### config.mk
export PLATFORM = sky130hd
export DESIGN_NAME = ghn_ctrl
export DESIGN_NICKNAME = d
export VERILOG_FILES = /design/src/rtl/ghn_pkg.sv /design/src/rtl/ghn_ctrl.sv
export SDC_FILE = /design/constraint.sdc
export NUM_CORES = 1
export LEC_CHECK = 0
export ABC_AREA = 1
export BUFFER_PORTS_ARGS = -buffer_cell sky130_fd_sc_hd__buf_2
export CAP_MARGIN = 40
export CORE_AREA = 2 2 39 41
export DETAILED_ROUTE_END_ITERATION = 10
export DIE_AREA = 0 0 41 43
export HOLD_SLACK_MARGIN = 0.03
export SKIP_CTS_REPAIR_TIMING = 1
export SLEW_MARGIN = 20
export SYNTH_ARGS = -nofsm -noshare
export SYNTH_HDL_FRONTEND = slang
export SYNTH_SLANG_ARGS = --single-unit
### constraint.sdc
create_clock -name i_clk -period 0.95 [get_ports i_clk]
set_input_delay 0.0475 -clock i_clk [delete_from_list [all_inputs] [get_ports i_clk]]
set_output_delay 0.0475 -clock i_clk [all_outputs]
set_load 0.02 [all_outputs]
### src/rtl/ghn_pkg.sv
// Package for the gray histogram normaliser.
// Holds sizes, register indexes, controller/datapath command and status
// structs and the count saturation helper. No dependencies.
package ghn_pkg;

    localparam int NUM_BINS   = 256;
    localparam int COUNT_BITS = 21;
    localparam int BIN_W      = $clog2(NUM_BINS);

    localparam int PIX_W      = 8;
    localparam int ROWS_W     = 13;
    localparam int OUT_CNT_W  = 21;
    localparam int OUT_SCL_W  = 13;
    localparam int CFG_IDX_W  = 2;
    localparam int CFG_DATA_W = 13;

    // Product of count and rows, and the divider's quotient width
    localparam int PROD_W     = COUNT_BITS + ROWS_W;
    localparam int QUO_W      = OUT_SCL_W;
    localparam int STEP_W     = $clog2(QUO_W);

    localparam logic [COUNT_BITS-1:0] COUNT_FULL = '1;

    localparam logic [PIX_W-1:0]  THRESHOLD_RESET = PIX_W'(60);
    localparam logic [ROWS_W-1:0] ROWS_RESET      = ROWS_W'(256);

    // Configuration register indexes
    localparam logic [CFG_IDX_W-1:0] REG_THRESHOLD = CFG_IDX_W'(0);
    localparam logic [CFG_IDX_W-1:0] REG_ROWS      = CFG_IDX_W'(1);

    // Item opcodes
    localparam logic OP_PIXEL = 1'b0;
    localparam logic OP_READ  = 1'b1;

    typedef struct packed {
        logic accept;   // latch the item and issue the bin read
        logic update;   // count a pixel and form its result
        logic mul;      // form a read result and start the divide
        logic push;     // move the pending result to the output register
    } t_cmd;

    typedef struct packed {
        logic peak_zero;
        logic div_done;
        logic out_free;
    } t_status;

    // Clamp a count to the output field's full scale
    function automatic logic [OUT_CNT_W-1:0] sat_count(input logic [COUNT_BITS-1:0] c);
        logic [OUT_CNT_W-1:0] r;
        if (64'(c) > ((64'd1 << OUT_CNT_W) - 64'd1)) begin
            r = '1;
        end else begin
            r = OUT_CNT_W'(c);
        end
        return r;
    endfunction

endpackage

### src/rtl/ghn_ctrl.sv
// Controller state machine for the histogram normaliser.
// Depends on ghn_pkg; drives the datapath by t_cmd and reads t_status.
module ghn_ctrl (
    input  logic             i_clk,
    input  logic             i_rst_n,
    input  logic             i_valid,
    input  logic             i_opcode,
    output logic             o_ready,
    input  ghn_pkg::t_status i_status,
    output ghn_pkg::t_cmd    o_cmd
);

    typedef enum logic [4:0] {
        S_IDLE = 5'b00001,
        S_UPD  = 5'b00010,
        S_MUL  = 5'b00100,
        S_DIV  = 5'b01000,
        S_PUSH = 5'b10000
    } t_state;

    t_state r_state;
    t_state n_state;

    // Next state and commands
    always_comb begin
        n_state      = r_state;
        o_cmd        = '0;
        o_ready      = 1'b0;
        case (r_state)
            S_IDLE: begin
                o_ready = 1'b1;
                if (i_valid) begin
                    o_cmd.accept = 1'b1;
                    n_state = (i_opcode == ghn_pkg::OP_READ) ? S_MUL : S_UPD;
                end
            end
            S_UPD: begin
                o_cmd.update = 1'b1;
                n_state = S_PUSH;
            end
            S_MUL: begin
                o_cmd.mul = 1'b1;
                n_state = i_status.peak_zero ? S_PUSH : S_DIV;
            end
            S_DIV: begin
                if (i_status.div_done) begin
                    n_state = S_PUSH;
                end
            end
            S_PUSH: begin
                if (i_status.out_free) begin
                    o_cmd.push = 1'b1;
                    n_state = S_IDLE;
                end
            end
            default: begin
                n_state = S_IDLE;
            end
        endcase
    end

    // Hold or advance the state
    always_ff @(posedge i_clk) begin
        if (!i_rst_n) begin
            r_state <= S_IDLE;
        end else begin
            r_state <= n_state;
        end
    end

endmodule

== Word-level counts from Yosys, hierarchy flattened ==
Cells that the tools add are included.

* Output and inout port bits: 5
* Input bits: 7
* Register bits: 5
* Latch bits: 0
* Memories kept: 0
* Memory bits (read-only): 0
* Logic and storage cells: 23
* Memory bits (writable): 0

* Eq/ne operators: 8
* Divide/modulo/power cells: 0
* Mux-type cells: 13
* Bitwise logic cells: 0
* Order comparisons: 0
* Add/subtract/negate cells: 0
* Shifts and indexed selects: 0
* Multiply operators: 0
* Reduce and logical (&&, ||, !) cells: 1

{| class="wikitable"
|+ Operator list
! kind !! count
|-
| $pmux W5 S5 || 1
|-
| $mux W5 || 4
|-
| $mux W1 || 7
|-
| $ne A2 B2 Y1 const B || 3
|-
| $eq A5 B1 Y1 const B || 1
|-
| $eq A5 B2 Y1 const B || 1
|-
| $eq A5 B3 Y1 const B || 1
|-
| $eq A5 B4 Y1 const B || 1
|-
| $eq A5 B5 Y1 const B || 1
|-
| $mux W3 || 1
|-
| $reduce_and A3 Y1 || 1
|}

== Longest topological paths before layout ==
Gate-level depths: netlist of run 1.

* Depth after elaboration: 3
* Depth in mapped cells: 7
* Depth with buffers taken out: 7

== Worst setup path before layout of run 1 ==
OpenSTA, ideal clock, no wires.

* Kind: flip-flop to flip-flop
* Start point: register r_state[3]
* End point: register r_state[0]
* Arrival time: 908 ps
* Library setup time: 122 ps
* Stages on the path, launching flop included: 8
* Path buffers: 0
* Period minus slack after synthesis: 1,030 ps
* Path slack: -80 ps
* Required time: 828 ps
* Path through: dfxtp_1 > inv_1 > nor2_1 > nand4_2 > nand2_1 > nor2_1 > nand2_1 > nand3_1

* Cells in the longest elaborated chain, start to end: 3
* Elaborated cells on any way between the ends: 10
* Those cells by class: eq/ne: 8; mux: 1; reduce/logical: 1

{| class="wikitable"
|+ RTL lines
! what !! line !! source
|-
| start: declaration || ghn_ctrl.sv:21 || <nowiki>t_state r_state;</nowiki>
|-
| start signal: assignment || ghn_ctrl.sv:67 || <nowiki>r_state <= n_state;</nowiki>
|-
| $eq A5 B4 Y1 (tied with other cells) || ghn_ctrl.sv:29 || <nowiki>case (r_state)</nowiki>
|-
| $ne A2 B2 Y1 (no line) || -- ||
|-
| $reduce_and A3 Y1 (no line) || -- ||
|}

Parallel ways exist; a longest one is shown, timed or not.
A chain may end at the register's enable or synchronous reset.

==> results of run 1 <==
metal layers:
metal	vias to the layer above	global-route usage, %	wire [um]
li1	203	-	-
met1	159	12.18	364
met2	9	10.94	355
met3	2	3.141	44
met4	0	12.00	10
met5	-	0	0
layout make-up:
type	instances	area (um2)
flip-flops and latches	5	112.6
fillers	146	790.8
inverters	12	45.04
repair buffers	18	141.4
well taps	16	20.02
clock buffers	4	26.28
multi-input cells	33	247.7
critical path, delay by kind of cell, from the launching register on:
family                 cells  cell delay, ns
DFF                        1            0.36
buffers and inverters      1            0.12
and+or+nand+nor            3            0.41
per-stage QoR:
| stage | instance area (um2) | hold WS [ns] | util [%] | setup slack, ns |
|---|---|---|---|---|
| 6_report | 593.1 | 0.06079 | 42.86 | -0.2185 |
| 5_1_grt | 593.1 | 0.06361 | 42.86 | -0.3047 |
| 4_1_cts | 476.7 | 0.01516 | 34.45 | -0.2838 |
| 3_5_place_dp | 450.4 | 0.2679 | 32.55 | -0.1247 |
| 3_3_place_gp | 450.4 | 0.2549 | 32.55 | -0.1199 |
| 2_1_floorplan | 352.8 | 0.1315 | - | -0.03322 |
report_power, final:
part | internal, uW | switching (uW)
clock network | 158 | 80.4
logic | 363 | 464
registers | 270 | 58.6
path summary, 6_finish.rpt:
kind / startpoint / endpoint / slack (ns)
max: r_state[3] / o_cmd[3] / -0.22
min: i_opcode / r_state[2] / 0.06
max reg2reg: r_state[3] / r_state[0] / -0.20
min reg2reg: r_state[2] / r_state[3] / 0.62
synth_stat cells (all sizes together):
cell type | count | share of area, %
nand2 | 5 | 5.5
nand4 | 5 | 11
nor3 | 2 | 4.4
a21oi | 1 | 1.5
inv | 12 | 13
or2 | 2 | 3.6
o21a | 1 | 2.2
dfxtp | 5 | 29
nor2 | 10 | 15
nand3 | 7 | 15
logic make-up after synthesis:
logic type | after synthesis | synth area share [%]
buffers and inverters | 12 | 13.09
and+or+nand+nor | 31 | 54.18
DFF | 5 | 29.09
AOI/OAI and AO/OA | 2 | 3.636
==> impl_results.md, run 1 <==
- Post-route clock skew: 0.0006348 ns
- Clock transition at the registers of the reported paths: 0.04 ns
- Via count: 373
- Routed via count divided by cell count: 4.239
- Routed Wire Length: 775 um
- Total overflow reported by the global router: 0
- Largest voltage drop on the vdd net: 0.001033 V
- Overall die height: 43 um
- Total GRT Usage: 9.729%
- Share of final-layout standard cells stronger than drive strength 1: 58.33%
- Initial DRT Pass Iterations: 4
- Mean cell area of the mapped netlist: 6.882 um2
- Maximum number of pins on one net before global-route repair: 8
- Final Hold Violating Endpoints: 0
- CP most frequent cell: sky130_fd_sc_hd__nor2_4
- Count of buffers from port buffering: 11
- Chip width: 41 um
- Period minus WS final: 1.168 ns
- Drt first-iter violations: 11
- Antenna violations before repair: 0
- Post-route DRC violation count: 0
- Top fanout value on the critical path: 5
- Worst path arrival time: 1.12 ns
- Count of final max-slew check failures: 0
- Post-synth cell types: 17
- H-tree lvl count: 1
- Maximum buffer depth of the clock tree: 2
- Setup repair after global routing missed its margin: yes
- Area of the die: 1763 um2
- Total Neg Setup Slack: -1.720 ns
- Outcome: finished with violations
- Least setup slack across all paths after layout: -0.2185 ns
- Total setup violations reported at the end of the flow: 10
- Cells on Worst Hold Path: 3
- Commonest cells after routing, fill and taps aside: sky130_fd_sc_hd__inv_1, sky130_fd_sc_hd__buf_2, sky130_fd_sc_hd__buf_4
- FMAX: 855.8 MHz
- Post-route fraction of the period consumed by the critical path: 123.0%
- Number of global-route vias before repair: 281
- Total power: 1395 uW
- Type of element capturing the critical path: output port
- Global-route wire length before repair: 1076 um
- Clk sink count: 5
- Net total in the final layout: 80
- Gpl congestion: 0.7317
- Proportion of synthesized chip area in sequential cells: 29.09%
- Worst setup SP type: flop
- Largest regs: r_state: 5 flops
- Wire length per cell: 8.807 um
- DP Wirelength: 569.7 um
- Synthesized area: 344.1 um2
- Number of maximum-capacitance constraint violations: 0
- Critical Path RT: 0.90 ns
- Worst Reg-to-Reg Cells: 6
- Number of standard cells in the final layout excluding fillers: 88
- Top register by number of flip-flops: r_state
- Rel. slew slack: 84.52%
- Ports: 12
- Placed Cells incl. Taps: 80
- Clk Latency, worst-skew pair: 0.24 ns
- Floorplan core area: 1384 um2
- Number of routed nets with antenna violations: 0
- Largest stage delay on the critical path: 0.36 ns
- Worst hold path type: input port to flop
- Violated checks: setup timing
- Flip-flop count of the largest register, all copies and words added: 5
- Synthesized instance count: 50
- Slew of the pin with the lowest slew margin: 0.2313 ns
- Starting Density: 24.86%
- Std cell rows: 14
- Synthesis-to-layout area growth: 72.36%
- Diode count: 0
- Leakage component of the power: 0.0003009 uW
- Pwr/cell area: 2351 nW/um2
- Net count after synthesis: 57
- TritonCTS clock tree: built
- CTS Root Cell: sky130_fd_sc_hd__clkbuf_4
- Crit Path Class: flop to output port
- Sequence of cells on the critical path: nor2_4, nand3_4, nor2_4, buf_6
- Synth Warn #: 0
- Leading cell type in the layout, fill and taps excluded: sky130_fd_sc_hd__inv_1
- Highest-delay cell along the critical path: sky130_fd_sc_hd__dfxtp_4
- Number of synthesized register bits: 5
- Inserted Clock Buffers: 3
No activity file was read; power rests on OpenSTA's default activity.
==> inputs of run 2 (changes only) <==
==> constraint.sdc (replaced) <==
create_clock -name i_clk -period 0.95 [get_ports i_clk]
set_input_delay 0.0475 -clock i_clk [delete_from_list [all_inputs] [get_ports i_clk]]
set_output_delay 0.0475 -clock i_clk [all_outputs]
set_load 0.05 [all_outputs]
==> run 2 against run 1 <==
The run still ends with setup timing left. Largest power group unchanged. Wire length rose by 9.7%. First-iteration DRC count fell by 55%. Global-route usage rose by 0.71 points. Utilization rose by 2.9 points. Sequential share of layout area fell by 2.0 points. Cell count rose by 2.3%.
==> impl_results.md, run 2 (synthesis results as in run 1) <==
- Final Hold Violating Endpoints: 0 (unchanged)
- Count of buffers from port buffering: 11 (unchanged)
- Floorplan core area: 1384 um2 (unchanged)
- Starting Density: 24.86% (unchanged)
- Worst setup SP type: flop (unchanged)
- Clock transition at the registers of the reported paths: 0.05 ns (was 0.04 ns)
- Post-route fraction of the period consumed by the critical path: 130.6% (was 123.0%)
- Chip width: 41 um (unchanged)
- Least setup slack across all paths after layout: -0.2905 ns (was -0.2185 ns)
- Share of final-layout standard cells stronger than drive strength 1: 58.11% (was 58.33%)
- Routed via count divided by cell count: 4.511 (was 4.239)
- Maximum number of pins on one net before global-route repair: 8 (unchanged)
- Total GRT Usage: 10.44% (was 9.729%)
- Total power: 1731 uW (was 1395 uW)
- Global-route wire length before repair: 1207 um (was 1076 um)
- Post-route worst hold slack: 0.04683 ns (was 0.06079 ns)
- Count of final max-slew check failures: 0 (unchanged)
- Sequence of cells on the critical path: nor2_4, nand3_4, nor2_4, buf_8 (was nor2_4, nand3_4, nor2_4, buf_6)
- CTS Root Cell: sky130_fd_sc_hd__clkbuf_4 (unchanged)
- Rel. slew slack: 83.56% (was 84.52%)
- Worst Reg-to-Reg Cells: 7 (was 6)
- Leading cell type in the layout, fill and taps excluded: sky130_fd_sc_hd__buf_4 (was sky130_fd_sc_hd__inv_1)
- Overall die height: 43 um (unchanged)
- Number of maximum-capacitance constraint violations: 0 (unchanged)
- Clk Latency, worst-skew pair: 0.25 ns (was 0.24 ns)
- Fillcell total: 145 (was 146)
- Multi-input gate area in the final layout: 257.7 um2 (was 247.7 um2)
- Largest stage delay on the critical path: 0.35 ns (was 0.36 ns)
- Type of element capturing the critical path: output port (unchanged)
- Ports: 12 (unchanged)
- Number of global-route vias before repair: 303 (was 281)
- Highest-delay cell along the critical path: sky130_fd_sc_hd__dfxtp_2 (was sky130_fd_sc_hd__dfxtp_4)
- Post-route DRC violation count: 0 (unchanged)
- Routed Wire Length: 850 um (was 775 um)
- Total overflow reported by the global router: 0 (unchanged)
- Worst hold start: i_opcode (unchanged)
- Net total in the final layout: 82 (was 80)
- Wire length per cell: 9.444 um (was 8.807 um)
- Synthesis-to-layout area growth: 84.00% (was 72.36%)
- TritonCTS clock tree: built (unchanged)
- Top register by number of flip-flops: r_state (unchanged)
- Diode count: 0 (unchanged)
- Number of routed nets with antenna violations: 0 (unchanged)
- Post-route clock skew: 0.003568 ns (was 0.0006348 ns)
- Initial DRT Pass Iterations: 4 (unchanged)
- Critical path origin: r_state[3] (unchanged)
- Worst path arrival time: 1.19 ns (was 1.12 ns)
- Area of the die: 1763 um2 (unchanged)
- DP Wirelength: 653.3 um (was 569.7 um)
- Worst r2r src: r_state[1] (was r_state[3])
- Sequential cell area in the final layout: 107.6 um2 (was 112.6 um2)
- Top fanout value on the critical path: 5 (unchanged)
- Inserted Clock Buffers: 3 (unchanged)
- Clk sink count: 5 (unchanged)
- Outcome: finished with violations (unchanged)
- Std cell rows: 14 (unchanged)
- Antenna violations before repair: 0 (unchanged)
- Largest voltage drop on the vdd net: 0.001729 V (was 0.001033 V)
- Commonest cells after routing, fill and taps aside: sky130_fd_sc_hd__buf_4, sky130_fd_sc_hd__inv_1, sky130_fd_sc_hd__nor2_4, sky130_fd_sc_hd__buf_2, sky130_fd_sc_hd__nand2_1 (was sky130_fd_sc_hd__inv_1, sky130_fd_sc_hd__buf_2, sky130_fd_sc_hd__buf_4)
- Period minus WS final: 1.240 ns (was 1.168 ns)
- FMAX: 806.2 MHz (was 855.8 MHz)
- Total setup violations reported at the end of the flow: 10 (unchanged)
- Gpl congestion: 0.7602 (was 0.7317)
- Worst hold path type: input port to flop (unchanged)
- Crit Path Class: flop to output port (unchanged)
- Violated checks: setup timing (unchanged)
- Setup repair after global routing missed its margin: yes (unchanged)
- Cells on Worst Hold Path: 3 (unchanged)
- Largest regs: r_state: 5 flops (unchanged)
- Maximum buffer depth of the clock tree: 2 (unchanged)
- Slew of the pin with the lowest slew margin: 0.2456 ns (was 0.2313 ns)
- Via count: 406 (was 373)
- H-tree lvl count: 1 (unchanged)
- Flip-flop count of the largest register, all copies and words added: 5 (unchanged)
- Leakage component of the power: 0.0003065 uW (was 0.0003009 uW)
- Drt first-iter violations: 5 (was 11)
- CP most frequent cell: sky130_fd_sc_hd__nor2_4 (unchanged)
- Pwr/cell area: 2734 nW/um2 (was 2351 nW/um2)
- Critical Path RT: 0.90 ns (about the same)
## run 2: layout make-up
cell class / instances / area share (%)
multi-input combinational: 33 / 40.71
timing repair buffer: 20 / 26.48
sequential: 5 / 17.00
inverter: 12 / 8.498
clock buffer: 4 / 4.150
tap: 16 / 3.162
## run 2: per-stage QoR
step / setup TNS, ns / instance area, um2 / setup slack, ns / util [%] / cells
finish: -2.016 / 633.1 / -0.2905 / 45.75 / 90
CTS: -2.562 / 511.7 / -0.3876 / 36.98 / 84
detailed placement: -1.151 / 485.5 / -0.1500 / 35.08 / 80
global placement: -1.106 / 485.5 / -0.1483 / 35.08 / 80
floorplan: -0.3200 / 387.9 / -0.08047 / - / 50
global route: -2.690 / 633.1 / -0.3695 / 45.75 / 90
## run 2: report_power, final
| group | switching, uW | internal [uW] | total [uW] |
|---|---|---|---|
| Clock | 97.1 | 159 | 257 |
| Combinational | 644 | 504 | 1150 |
| Sequential | 56.6 | 270 | 327 |
| Total | 798 | 933 | 1730 |
## run 2: worst max-delay path: cells and delay by family, from the launching register on
kind / cells / cell delay [ns]
buffers and inverters: 1 / 0.15
flip-flops: 1 / 0.35
AND/OR/NAND/NOR: 3 / 0.45
## run 2: final timing paths
path | endpoint | slack (ns)
worst max register to register | r_state[0] | -0.20
worst max-delay path | o_cmd[3] | -0.29
worst min-delay path | r_state[2] | 0.05
worst min register to register | r_state[3] | 0.63
## run 2: routing by layer
| layer | part of all wire, % | track usage [%] | vias up |
|---|---|---|---|
| met5 | 0 | 0 | - |
| met4 | 2.7 | 6.000 | 0 |
| met3 | 7.3 | 4.712 | 3 |
| met2 | 48 | 15.00 | 13 |
| met1 | 42 | 12.22 | 181 |
| li1 | - | - | 209 |
